`config.mk`:
```
export PLATFORM = sky130hd
export DESIGN_NAME = joint_friction_posture_feedforward_unit_flat
export DESIGN_NICKNAME = d
export VERILOG_FILES = /design/src/rtl/jfpf_pkg.sv /design/src/rtl/jfpf_in_if.sv /design/src/rtl/jfpf_out_if.sv /design/src/rtl/joint_friction_posture_feedforward_unit.sv /design/src/flat_wrapper.sv
export VERILOG_INCLUDE_DIRS = /design/src /design/src/rtl
export SDC_FILE = /design/constraint.sdc
export NUM_CORES = 2
export LEC_CHECK = 0
export BUFFER_PORTS_ARGS = -buffer_cell sky130_fd_sc_hd__buf_2
export CAP_MARGIN = 5
export CORE_MARGIN = 4
export CORE_UTILIZATION = 40
export DETAILED_ROUTE_END_ITERATION = 8
export GPL_ROUTABILITY_DRIVEN = 0
export PLACE_DENSITY = 0.61
export SYNTH_ARGS = -nofsm -noshare
export SYNTH_HDL_FRONTEND = slang
export SYNTH_SLANG_ARGS = --single-unit
```
`constraint.sdc`:
```
create_clock -name clk -period 11.7 [get_ports clk]
set_input_delay 3.51 -clock clk [delete_from_list [all_inputs] [get_ports clk]]
set_output_delay 3.51 -clock clk [all_outputs]
set_load 0.02 [all_outputs]
```
`src/rtl/assert_macros.svh`:
```
// ---------------------------------------------------------------------------
// Assertion macros
// Shared concurrent assertion forms for the RTL.
// ---------------------------------------------------------------------------
`ifndef ASSERT_MACROS_SVH
`define ASSERT_MACROS_SVH

// same-cycle implication
`define ASSERT_IMP(label, ck, rs, ante, cons, msg) \
  label: assert property (@(posedge ck) disable iff (rs) (ante) |-> (cons)) \
    else $error(msg);

// next-cycle implication
`define ASSERT_NXT(label, ck, rs, ante, cons, msg) \
  label: assert property (@(posedge ck) disable iff (rs) (ante) |=> (cons)) \
    else $error(msg);

`endif

```
`src/rtl/jfpf_pkg.sv`:
```
// ---------------------------------------------------------------------------
// jfpf_pkg
// Types, constants, microprogram and tanh table of the friction feedforward.
// ---------------------------------------------------------------------------
package jfpf_pkg;

  localparam int MAX_JOINTS_DEF = 8;
  localparam int DATA_W         = 16;
  localparam int JOINT_W        = 4;
  localparam int KIND_W         = 2;
  localparam int CFG_IDX_W      = 3;
  localparam int CFG_DATA_W     = 16;
  localparam int LIM_W          = 15;
  localparam int PC_W           = 4;

  localparam logic [12:0] TENTH_Q16 = 13'd6554;

  localparam logic             RST_FRICTION_ENABLE   = 1'b1;
  localparam logic             RST_POSTURE_ENABLE    = 1'b0;
  localparam logic [15:0]      RST_FRICTION_SCALE    = 16'd11469;
  localparam logic [LIM_W-1:0] RST_FRICTION_LIMIT    = 15'd768;
  localparam logic [LIM_W-1:0] RST_VELOCITY_DEADBAND = 15'd0;
  localparam logic [LIM_W-1:0] RST_POSTURE_LIMIT     = 15'd512;
  localparam logic [3:0]       RST_JOINT_COUNT       = 4'd7;

  typedef enum logic [KIND_W-1:0] {
    KIND_LOAD    = 2'd0,
    KIND_SAMPLE  = 2'd1,
    KIND_GRAVITY = 2'd2,
    KIND_NONE    = 2'd3
  } kind_t;

  typedef enum logic [CFG_IDX_W-1:0] {
    REG_FRICTION_ENABLE   = 3'd0,
    REG_POSTURE_ENABLE    = 3'd1,
    REG_FRICTION_SCALE    = 3'd2,
    REG_FRICTION_LIMIT    = 3'd3,
    REG_VELOCITY_DEADBAND = 3'd4,
    REG_POSTURE_LIMIT     = 3'd5,
    REG_JOINT_COUNT       = 3'd6
  } reg_idx_t;

  typedef enum logic [3:0] {
    UOP_KW,
    UOP_ARG_SCALE,
    UOP_ARG_SAT,
    UOP_INTERP,
    UOP_TANH_FC,
    UOP_FRIC_MAG,
    UOP_FRIC_ADD,
    UOP_SPRING,
    UOP_DAMP,
    UOP_POST_DIFF,
    UOP_POST_ADD,
    UOP_DONE
  } uop_t;

  typedef enum logic [1:0] {
    COND_NONE,
    COND_SKIP_FRIC,
    COND_SKIP_POST
  } cond_t;

  typedef struct packed {
    uop_t            op;
    cond_t           cond;
    logic [PC_W-1:0] target;
  } ctrl_word_t;

  localparam logic [PC_W-1:0] PC_KW        = 4'd0;
  localparam logic [PC_W-1:0] PC_ARG_SCALE = 4'd1;
  localparam logic [PC_W-1:0] PC_ARG_SAT   = 4'd2;
  localparam logic [PC_W-1:0] PC_INTERP    = 4'd3;
  localparam logic [PC_W-1:0] PC_TANH_FC   = 4'd4;
  localparam logic [PC_W-1:0] PC_FRIC_MAG  = 4'd5;
  localparam logic [PC_W-1:0] PC_FRIC_ADD  = 4'd6;
  localparam logic [PC_W-1:0] PC_SPRING    = 4'd7;
  localparam logic [PC_W-1:0] PC_DAMP      = 4'd8;
  localparam logic [PC_W-1:0] PC_POST_DIFF = 4'd9;
  localparam logic [PC_W-1:0] PC_POST_ADD  = 4'd10;
  localparam logic [PC_W-1:0] PC_DONE      = 4'd11;

  function automatic ctrl_word_t prog_word(input logic [PC_W-1:0] pc);
    ctrl_word_t cw;
    cw = '{op: UOP_DONE, cond: COND_NONE, target: PC_DONE};
    unique case (pc)
      PC_KW:        cw = '{op: UOP_KW,        cond: COND_SKIP_FRIC, target: PC_SPRING};
      PC_ARG_SCALE: cw = '{op: UOP_ARG_SCALE, cond: COND_NONE,      target: PC_DONE};
      PC_ARG_SAT:   cw = '{op: UOP_ARG_SAT,   cond: COND_NONE,      target: PC_DONE};
      PC_INTERP:    cw = '{op: UOP_INTERP,    cond: COND_NONE,      target: PC_DONE};
      PC_TANH_FC:   cw = '{op: UOP_TANH_FC,   cond: COND_NONE,      target: PC_DONE};
      PC_FRIC_MAG:  cw = '{op: UOP_FRIC_MAG,  cond: COND_NONE,      target: PC_DONE};
      PC_FRIC_ADD:  cw = '{op: UOP_FRIC_ADD,  cond: COND_NONE,      target: PC_DONE};
      PC_SPRING:    cw = '{op: UOP_SPRING,    cond: COND_SKIP_POST, target: PC_DONE};
      PC_DAMP:      cw = '{op: UOP_DAMP,      cond: COND_NONE,      target: PC_DONE};
      PC_POST_DIFF: cw = '{op: UOP_POST_DIFF, cond: COND_NONE,      target: PC_DONE};
      PC_POST_ADD:  cw = '{op: UOP_POST_ADD,  cond: COND_NONE,      target: PC_DONE};
      default:      cw = '{op: UOP_DONE,      cond: COND_NONE,      target: PC_DONE};
    endcase
    return cw;
  endfunction

  // tanh at 0, 0.5, ... 4.0 in Q0.15
  function automatic logic [14:0] tanh_pt(input logic [3:0] i);
    logic [14:0] v;
    unique case (i)
      4'd0:    v = 15'd0;
      4'd1:    v = 15'd15143;
      4'd2:    v = 15'd24956;
      4'd3:    v = 15'd29660;
      4'd4:    v = 15'd31589;
      4'd5:    v = 15'd32329;
      4'd6:    v = 15'd32606;
      4'd7:    v = 15'd32708;
      default: v = 15'd32746;
    endcase
    return v;
  endfunction

  function automatic logic [15:0] mag16(input logic signed [15:0] v);
    logic [15:0] m;
    m = v[15] ? (~v + 16'd1) : v;
    return m;
  endfunction

endpackage

```
`src/rtl/jfpf_in_if.sv`:
```
// ---------------------------------------------------------------------------
// jfpf_in_if
// Input item channel: valid/ready with the item fields.
// ---------------------------------------------------------------------------
interface jfpf_in_if;
  logic                                      valid;
  logic                                      ready;
  logic        [jfpf_pkg::KIND_W-1:0]        kind;
  logic        [jfpf_pkg::JOINT_W-1:0]       joint;
  logic signed [jfpf_pkg::DATA_W-1:0]        coulomb_level;
  logic signed [jfpf_pkg::DATA_W-1:0]        sharpness;
  logic signed [jfpf_pkg::DATA_W-1:0]        spring_gain;
  logic signed [jfpf_pkg::DATA_W-1:0]        damping_gain;
  logic signed [jfpf_pkg::DATA_W-1:0]        rest_position;
  logic signed [jfpf_pkg::DATA_W-1:0]        velocity;
  logic signed [jfpf_pkg::DATA_W-1:0]        position;
  logic signed [jfpf_pkg::DATA_W-1:0]        gravity_torque;

  modport source (
    output valid, kind, joint, coulomb_level, sharpness, spring_gain, damping_gain,
           rest_position, velocity, position, gravity_torque,
    input  ready
  );
  modport sink (
    input  valid, kind, joint, coulomb_level, sharpness, spring_gain, damping_gain,
           rest_position, velocity, position, gravity_torque,
    output ready
  );
endinterface

```
`src/rtl/jfpf_out_if.sv`:
```
// ---------------------------------------------------------------------------
// jfpf_out_if
// Result channel: valid/ready with joint index and torque command.
// ---------------------------------------------------------------------------
interface jfpf_out_if;
  logic                                valid;
  logic                                ready;
  logic        [jfpf_pkg::JOINT_W-1:0] joint_out;
  logic signed [jfpf_pkg::DATA_W-1:0]  torque_command;

  modport source (output valid, joint_out, torque_command, input ready);
  modport sink (input valid, joint_out, torque_command, output ready);
endinterface

```
`src/rtl/joint_friction_posture_feedforward_unit.sv`:
```
// ---------------------------------------------------------------------------
// joint_friction_posture_feedforward_unit
// Load and sample beats update the joint tables when taken. A gravity beat
// runs a 12-step microprogram on one shared 33x18 multiplier, skipping the
// friction or posture steps when they do not apply. Input waits until the
// result is in the output register, where it waits while input is taken.
// Synchronous active-high reset restores register defaults and zeroes tables.
// ---------------------------------------------------------------------------
`include "assert_macros.svh"

module joint_friction_posture_feedforward_unit #(
  parameter int MAX_JOINTS = jfpf_pkg::MAX_JOINTS_DEF
) (
  input  logic                             clk,
  input  logic                             rst,
  input  logic                             cfg_we,
  input  logic [jfpf_pkg::CFG_IDX_W-1:0]   cfg_index,
  input  logic [jfpf_pkg::CFG_DATA_W-1:0]  cfg_data,
  jfpf_in_if.sink                          items,
  jfpf_out_if.source                       results
);
  import jfpf_pkg::*;

  localparam int IDX_W = (MAX_JOINTS > 1) ? $clog2(MAX_JOINTS) : 1;

  // configuration
  logic             fric_en;
  logic             post_en;
  logic [15:0]      fric_scale;
  logic [LIM_W-1:0] fric_limit;
  logic [LIM_W-1:0] vel_deadband;
  logic [LIM_W-1:0] post_limit;
  logic [3:0]       joint_count;

  // joint tables
  logic signed [15:0] coulomb_tbl  [MAX_JOINTS];
  logic signed [15:0] sharp_tbl    [MAX_JOINTS];
  logic signed [15:0] spring_tbl   [MAX_JOINTS];
  logic signed [15:0] damp_tbl     [MAX_JOINTS];
  logic signed [15:0] rest_tbl     [MAX_JOINTS];
  logic signed [15:0] vel_tbl      [MAX_JOINTS];
  logic signed [15:0] pos_tbl      [MAX_JOINTS];

  // sequencer and datapath
  logic               busy;
  logic [PC_W-1:0]    pc;
  logic [PC_W-1:0]    pc_next;
  ctrl_word_t         ctrl;
  logic               take_jump;
  logic [15:0]        ak;
  logic [15:0]        aw;
  logic [15:0]        afc;
  logic               neg;
  logic signed [15:0] kp;
  logic signed [15:0] kd;
  logic signed [15:0] w;
  logic signed [16:0] err;
  logic               fr_on;
  logic               po_on;
  logic [3:0]         joint_q;
  logic signed [17:0] tau;
  logic signed [50:0] p;
  logic [14:0]        t;
  logic [10:0]        arg;
  logic signed [34:0] x;

  // output register
  logic               out_valid;
  logic [3:0]         out_joint;
  logic signed [15:0] out_torque;

  // accept side
  logic               in_fire;
  logic               stored;
  logic               comp;
  logic [IDX_W-1:0]   idx;
  logic signed [15:0] rd_w;
  logic signed [15:0] rd_fc;
  logic signed [15:0] rd_k;
  logic signed [15:0] rd_kp;
  logic [15:0]        rd_aw;

  assign items.ready = !busy;
  assign in_fire     = items.valid && !busy;
  assign stored      = int'(items.joint) < MAX_JOINTS;
  assign comp        = stored && (items.joint < joint_count);
  assign idx         = items.joint[IDX_W-1:0];
  assign rd_w        = vel_tbl[idx];
  assign rd_fc       = coulomb_tbl[idx];
  assign rd_k        = sharp_tbl[idx];
  assign rd_kp       = spring_tbl[idx];
  assign rd_aw       = mag16(rd_w);

  always_ff @(posedge clk) begin
    if (rst) begin
      fric_en      <= RST_FRICTION_ENABLE;
      post_en      <= RST_POSTURE_ENABLE;
      fric_scale   <= RST_FRICTION_SCALE;
      fric_limit   <= RST_FRICTION_LIMIT;
      vel_deadband <= RST_VELOCITY_DEADBAND;
      post_limit   <= RST_POSTURE_LIMIT;
      joint_count  <= RST_JOINT_COUNT;
    end else if (cfg_we) begin
      unique case (cfg_index)
        REG_FRICTION_ENABLE:   fric_en      <= cfg_data[0];
        REG_POSTURE_ENABLE:    post_en      <= cfg_data[0];
        REG_FRICTION_SCALE:    fric_scale   <= cfg_data;
        REG_FRICTION_LIMIT:    fric_limit   <= cfg_data[LIM_W-1:0];
        REG_VELOCITY_DEADBAND: vel_deadband <= cfg_data[LIM_W-1:0];
        REG_POSTURE_LIMIT:     post_limit   <= cfg_data[LIM_W-1:0];
        REG_JOINT_COUNT:       joint_count  <= cfg_data[3:0];
        default: ;
      endcase
    end
  end

  always_ff @(posedge clk) begin
    if (rst) begin
      for (int i = 0; i < MAX_JOINTS; i++) begin
        coulomb_tbl[i] <= '0;
        sharp_tbl[i]   <= '0;
        spring_tbl[i]  <= '0;
        damp_tbl[i]    <= '0;
        rest_tbl[i]    <= '0;
        vel_tbl[i]     <= '0;
        pos_tbl[i]     <= '0;
      end
    end else if (in_fire && stored) begin
      if (items.kind == KIND_LOAD) begin
        coulomb_tbl[idx] <= items.coulomb_level;
        sharp_tbl[idx]   <= items.sharpness;
        spring_tbl[idx]  <= items.spring_gain;
        damp_tbl[idx]    <= items.damping_gain;
        rest_tbl[idx]    <= items.rest_position;
      end else if (items.kind == KIND_SAMPLE) begin
        vel_tbl[idx] <= items.velocity;
        pos_tbl[idx] <= items.position;
      end
    end
  end

  // sequencer
  assign ctrl      = prog_word(pc);
  assign take_jump = ((ctrl.cond == COND_SKIP_FRIC) && !fr_on) ||
                     ((ctrl.cond == COND_SKIP_POST) && !po_on);

  logic out_free;
  assign out_free = !out_valid || results.ready;

  always_comb begin
    pc_next = pc;
    if (!busy) begin
      pc_next = PC_KW;
    end else if (ctrl.op == UOP_DONE) begin
      pc_next = pc;
    end else if (take_jump) begin
      pc_next = ctrl.target;
    end else begin
      pc_next = pc + 4'd1;
    end
  end

  always_ff @(posedge clk) begin
    if (rst) begin
      busy <= 1'b0;
      pc   <= PC_KW;
    end else begin
      pc <= pc_next;
      if (in_fire && (items.kind == KIND_GRAVITY)) begin
        busy <= 1'b1;
      end else if (busy && (ctrl.op == UOP_DONE) && out_free) begin
        busy <= 1'b0;
      end
    end
  end

  // shared multiplier
  logic signed [32:0] ma;
  logic signed [17:0] mb;
  logic signed [50:0] prod;
  logic [3:0]         seg;
  logic               tsat;
  logic [14:0]        lo;
  logic [14:0]        slope;

  assign seg   = arg[10:7];
  assign tsat  = arg[10];
  assign lo    = tsat ? tanh_pt(4'd8) : tanh_pt(seg);
  assign slope = tsat ? 15'd0 : (tanh_pt(seg + 4'd1) - tanh_pt(seg));

  always_comb begin
    ma = '0;
    mb = '0;
    unique case (ctrl.op)
      UOP_KW: begin
        ma = {17'd0, ak};
        mb = {2'd0, aw};
      end
      UOP_ARG_SCALE: begin
        ma = {2'd0, p[30:0]};
        mb = {5'd0, TENTH_Q16};
      end
      UOP_INTERP: begin
        ma = {26'd0, arg[6:0]};
        mb = {3'd0, slope};
      end
      UOP_TANH_FC: begin
        ma = {17'd0, fric_scale};
        mb = {2'd0, afc};
      end
      UOP_FRIC_MAG: begin
        ma = {1'b0, p[31:0]};
        mb = {3'd0, t};
      end
      UOP_SPRING: begin
        ma = {{16{err[16]}}, err};
        mb = {{2{kp[15]}}, kp};
      end
      UOP_DAMP: begin
        ma = {{17{w[15]}}, w};
        mb = {{2{kd[15]}}, kd};
      end
      default: ;
    endcase
  end

  assign prod = 51'(ma) * 51'(mb);

  // friction and posture arithmetic
  logic [44:0]        arg_sum;
  logic [20:0]        arg_full;
  logic [20:0]        interp_sum;
  logic [46:0]        fric_sum;
  logic [17:0]        fric_m;
  logic [14:0]        fric_c;
  logic [34:0]        x_mag;
  logic [34:0]        post_sum;
  logic [26:0]        post_m;
  logic [14:0]        post_c;

  assign arg_sum    = {1'b0, p[43:0]} + 45'(1 << 23);
  assign arg_full   = arg_sum[44:24];
  assign interp_sum = p[20:0] + 21'd64;
  assign fric_sum   = p[46:0] + 47'(1 << 28);
  assign fric_m     = fric_sum[46:29];
  assign fric_c     = (fric_m > {3'd0, fric_limit}) ? fric_limit : fric_m[14:0];
  assign x_mag      = x[34] ? (~x + 35'd1) : x;
  assign post_sum   = x_mag + 35'd128;
  assign post_m     = post_sum[34:8];
  assign post_c     = (post_m > {12'd0, post_limit}) ? post_limit : post_m[14:0];

  always_ff @(posedge clk) begin
    if (in_fire && (items.kind == KIND_GRAVITY)) begin
      ak      <= mag16(rd_k);
      aw      <= rd_aw;
      afc     <= mag16(rd_fc);
      neg     <= rd_fc[15] ^ rd_k[15] ^ rd_w[15];
      kp      <= rd_kp;
      kd      <= damp_tbl[idx];
      w       <= rd_w;
      err     <= 17'(rest_tbl[idx]) - 17'(pos_tbl[idx]);
      fr_on   <= comp && fric_en && (rd_aw >= {1'b0, vel_deadband});
      po_on   <= comp && post_en && (rd_kp != 16'sd0);
      joint_q <= items.joint;
      tau     <= 18'(items.gravity_torque);
    end else if (busy) begin
      unique case (ctrl.op)
        UOP_KW, UOP_ARG_SCALE, UOP_INTERP, UOP_FRIC_MAG, UOP_SPRING: begin
          p <= prod;
          if (ctrl.op == UOP_INTERP) begin
            t <= lo;
          end
        end
        UOP_ARG_SAT: begin
          arg <= (|arg_full[20:10]) ? 11'd1024 : {1'b0, arg_full[9:0]};
        end
        UOP_TANH_FC: begin
          t <= t + {1'b0, interp_sum[20:7]};
          p <= prod;
        end
        UOP_FRIC_ADD: begin
          tau <= neg ? (tau - 18'(fric_c)) : (tau + 18'(fric_c));
        end
        UOP_DAMP: begin
          x <= p[34:0];
          p <= prod;
        end
        UOP_POST_DIFF: begin
          x <= x - p[34:0];
        end
        UOP_POST_ADD: begin
          tau <= x[34] ? (tau - 18'(post_c)) : (tau + 18'(post_c));
        end
        default: ;
      endcase
    end
  end

  // result register
  logic signed [15:0] tau_sat;
  assign tau_sat = (tau > 18'sd32767)  ? 16'sh7FFF :
                   (tau < -18'sd32768) ? 16'sh8000 : tau[15:0];

  always_ff @(posedge clk) begin
    if (rst) begin
      out_valid <= 1'b0;
    end else if (busy && (ctrl.op == UOP_DONE) && out_free) begin
      out_valid <= 1'b1;
    end else if (results.ready) begin
      out_valid <= 1'b0;
    end
  end

  always_ff @(posedge clk) begin
    if (busy && (ctrl.op == UOP_DONE) && out_free) begin
      out_joint  <= joint_q;
      out_torque <= tau_sat;
    end
  end

  assign results.valid          = out_valid;
  assign results.joint_out      = out_joint;
  assign results.torque_command = out_torque;

  `ASSERT_NXT(a_gravity_starts, clk, rst, in_fire && (items.kind == KIND_GRAVITY), busy && (pc == PC_KW), "gravity beat did not start the program")
  `ASSERT_NXT(a_done_emits, clk, rst, busy && (ctrl.op == UOP_DONE) && out_free, results.valid && !busy, "finished program did not post a result")
  `ASSERT_IMP(a_pc_range, clk, rst, busy, pc <= PC_DONE, "step counter ran past the program")

endmodule

```
`src/flat_wrapper.sv`:
```
// flat-port wrapper written by rule: the top's interface ports become plain ports
module joint_friction_posture_feedforward_unit_flat import jfpf_pkg::*;
#(
  parameter int MAX_JOINTS = jfpf_pkg::MAX_JOINTS_DEF
)
  (clk, rst, cfg_we, cfg_index, cfg_data, items_valid, items_kind, items_joint, items_coulomb_level, items_sharpness, items_spring_gain, items_damping_gain, items_rest_position, items_velocity, items_position, items_gravity_torque, items_ready, results_valid, results_joint_out, results_torque_command, results_ready);
  jfpf_in_if items_i ();
  jfpf_out_if results_i ();
  input  logic clk;
  input  logic rst;
  input  logic cfg_we;
  input  logic [jfpf_pkg::CFG_IDX_W-1:0] cfg_index;
  input  logic [jfpf_pkg::CFG_DATA_W-1:0] cfg_data;
  input wire logic [$bits(items_i.valid)-1:0] items_valid;
  input wire logic [$bits(items_i.kind)-1:0] items_kind;
  input wire logic [$bits(items_i.joint)-1:0] items_joint;
  input wire logic [$bits(items_i.coulomb_level)-1:0] items_coulomb_level;
  input wire logic [$bits(items_i.sharpness)-1:0] items_sharpness;
  input wire logic [$bits(items_i.spring_gain)-1:0] items_spring_gain;
  input wire logic [$bits(items_i.damping_gain)-1:0] items_damping_gain;
  input wire logic [$bits(items_i.rest_position)-1:0] items_rest_position;
  input wire logic [$bits(items_i.velocity)-1:0] items_velocity;
  input wire logic [$bits(items_i.position)-1:0] items_position;
  input wire logic [$bits(items_i.gravity_torque)-1:0] items_gravity_torque;
  output wire logic [$bits(items_i.ready)-1:0] items_ready;
  output wire logic [$bits(results_i.valid)-1:0] results_valid;
  output wire logic [$bits(results_i.joint_out)-1:0] results_joint_out;
  output wire logic [$bits(results_i.torque_command)-1:0] results_torque_command;
  input wire logic [$bits(results_i.ready)-1:0] results_ready;
  assign items_i.valid = items_valid;
  assign items_i.kind = items_kind;
  assign items_i.joint = items_joint;
  assign items_i.coulomb_level = items_coulomb_level;
  assign items_i.sharpness = items_sharpness;
  assign items_i.spring_gain = items_spring_gain;
  assign items_i.damping_gain = items_damping_gain;
  assign items_i.rest_position = items_rest_position;
  assign items_i.velocity = items_velocity;
  assign items_i.position = items_position;
  assign items_i.gravity_torque = items_gravity_torque;
  assign items_ready = items_i.ready;
  assign results_valid = results_i.valid;
  assign results_joint_out = results_i.joint_out;
  assign results_torque_command = results_i.torque_command;
  assign results_i.ready = results_ready;
  joint_friction_posture_feedforward_unit #(.MAX_JOINTS(MAX_JOINTS)) u_core (.clk(clk), .rst(rst), .cfg_we(cfg_we), .cfg_index(cfg_index), .cfg_data(cfg_data), .items(items_i), .results(results_i));
endmodule
```
==> flow_summary.toml <==
[logic_synthesis]
synth_cells = 7580
synth_flop_cell = "edfxtp_1"
synth_top_area_cell = "edfxtp_1"
avgSynthCellArea_um2 = 10.7
synth.distinct_cells = 92
synth_enable_flop_cells = 1161
synth-seq-cells = 1253
yosys_warnings = 0
synthTopCellsByArea = "edfxtp_1 43%, fa_1 13%, and2_1 7.1%, ha_1 4.4%, inv_1 4.0%"
synth-seq-area-share = 0.452
yosysMostFrequentCell = "edfxtp_1"
ys_async_sr_fraction = 0
synth_top_area_frac = 0.429
syn_nets = 8562
yosys-top-cells-count = "1161 x edfxtp_1, 916 x and2_1, 861 x inv_1"
synthesis.area_mm2 = 0.0812

[setup_path]
cpMaxStageDelayCell = "o31ai_1"
cp_top_family = "adder cells"
cp_num_buf_inv = 6
slowest_delay_ns = 0.71
cp.required_ns = 12.20
crit_type = "flop to flop"
end_kind = "flop"
start_kind = "flop"
worst-path-stages = 39
reg2reg_depth = 39
arrival_ns = 11.73
crit_fanout = 30

[min_path]
holdPathStages = 0
worstHoldPathType = "flop to flop"

[clock_tree]
root_buffer = "clkbuf_16"
cts_sinks = 1253
cts-buffers-inserted = 137
insertion_delay_ns = 0.78
path_clk_slew_ns = 0.06
cts_tree = "built"
htreeDepth = 4
cts.path.max_buffers = 3

[status]
outcome = "complete, no violations"

[floorplanning]
row_count = 165
dieArea_mm2 = 0.210
initial_core_util = 0.402
die_w_um = 458
fp.dieH_um = 458
num_io_pins = 180
coreArea_mm2 = 0.202

[placed_design]
placed_cells = 10169
io_buffers = 179
pre_cts_ws_ns = 0.342
dpl_cell_area_mm2 = 0.0852
post-dp-hpwl_mm = 175

[power_and_ir_drop]
powerDensity_mw_per_mm2 = 188
p_leak_nw = 35.5
peakVddDrop_uv = 396
power.total_mw = 16.9

[final_layout]
synthToLayoutAreaGrowth_pct = 10.7
fin_util = 0.444
instances_no_fill = 10445
finish.instance_area_mm2 = 0.0898
layout-drive-gt1-share = 0.0830
fillCellCount = 18773
nets = 8619

[timing]
setup_ws_ns = 0.472
hold_viol_final = 0
report.final.setup_viol = 0
report.final.slew_viol_count = 0
fmax_ghz = 0.0891
finalSetupTns_ns = 0
period_share = 0.960
finalCriticalPeriod_ns = 11.23
fin_hold_ws_ns = 0.415
max_slew_margin = 0.180
finClkSkew_ns = 0.0431
worstMarginPinSlew_ns = 1.22

[detailed_routing]
dr.pass1.iters = 9
drt-vias-per-instance = 5.62
first_iter_violations = 5947
routed_wl_mm = 258
drc = 0
vias = 58707
drtAntennaViolNets = 0
routedWlPerCell_um = 24.7

[global_route]
grt_pass1_vias = 59159
grt_start_max_net_pins = 82
antenna_found_initial = 65
track_usage = 0.242
grt-ovfl-total = 0
grt_pass1_wl_mm = 385

[flow_run]
maxCapViolCount = 0
==> final timing paths <==
kind / start / end / slack [ns]
setup / recovery: u_core.arg[7] / u_core.p[45] / 0.47
hold / removal: u_core.joint_q[1] / u_core.results.joint_out[1] / 0.41
setup reg to reg: u_core.arg[7] / u_core.p[45] / 0.47
hold reg to reg: u_core.joint_q[1] / u_core.results.joint_out[1] / 0.41
==> power breakdown <==
part	internal [mW]	total [mW]	switching (mW)
Combinational	2.73	6.93	4.21
Clock	2.48	4.38	1.90
Sequential	5.40	5.60	0.207
Total	10.6	16.9	6.31
==> area by class of cell <==
class / instances / area [um^2] / share of cell area
tap: 2672 / 3340 / 0.0372
clock inverter: 74 / 781 / 0.00869
inverter: 862 / 3240 / 0.0360
sequential: 1253 / 36700 / 0.409
timing repair buffer: 312 / 1940 / 0.0216
clock buffer: 174 / 3710 / 0.0414
antenna: 27 / 67.6 / 0.000752
multi-input combinational: 5071 / 40100 / 0.446
==> kinds of logic (layout without fill, tap and decap cells) <==
kind of cell,Yosys count,in the layout,synth area share
simple gates,2691,2691,0.169
mux,94,94,0.0125
fa+ha+maj,824,824,0.177
xor+xnor,265,265,0.0288
buf+inv,1256,1422,0.0583
other cells,0,27,0
flops,1253,1253,0.452
compound gates,1197,1197,0.102
==> flip-flops by register name (all words and copies together) (netlist names), 47 cells and up, named ones only <==
name and cells:
u_core.p 47, u_core.spring_tbl 128, u_core.damp_tbl 128, u_core.sharp_tbl 128
u_core.rest_tbl 128, u_core.vel_tbl 128, u_core.coulomb_tbl 128, u_core.pos_tbl 128
==> cells in the final DEF, fill, tap and decap left out, types with 75 or more instances in the layout <==
cell type	netlist	routed
a21oi_1	268	261
dfxtp_1	92	92
buf_2	10	177
inv_1	861	861
nand2_1	697	697
fa_1	541	541
o21ai_0	155	155
buf_4	0	132
xnor2_1	189	189
xor2_1	75	75
nand3_1	90	90
and2_1	916	912
a22oi_1	353	352
clkbuf_16	0	143
edfxtp_1	1161	1161
ha_1	283	283
nor2_1	547	528
==> routing by layer <==
layer,GRT usage,vias to the layer above,part of all wire
met5,0,-,0.00081
met4,0.0951,30,0.042
met3,0.0434,584,0.079
met2,0.404,2520,0.48
met1,0.313,29579,0.40
li1,-,25994,-
==> timing repair <==
item / in CTS / in global routing
endpoints found under the hold margin: 0 / 0
resized for setup: 0 / 7
hold buffers: 0 / 0
setup buffers: 0 / 1
setup endpoints to repair: 0 / 10
==> worst register-to-register path: cells and delay by family (launching register included) <==
family	cells	cell delay (ns)
fa+ha+maj	10	3.89
compound gates	13	3.88
simple gates	8	1.52
buf+inv	6	1.05
flops	1	0.45
xor+xnor	2	0.19
Power figures use the tool's default switching activity.
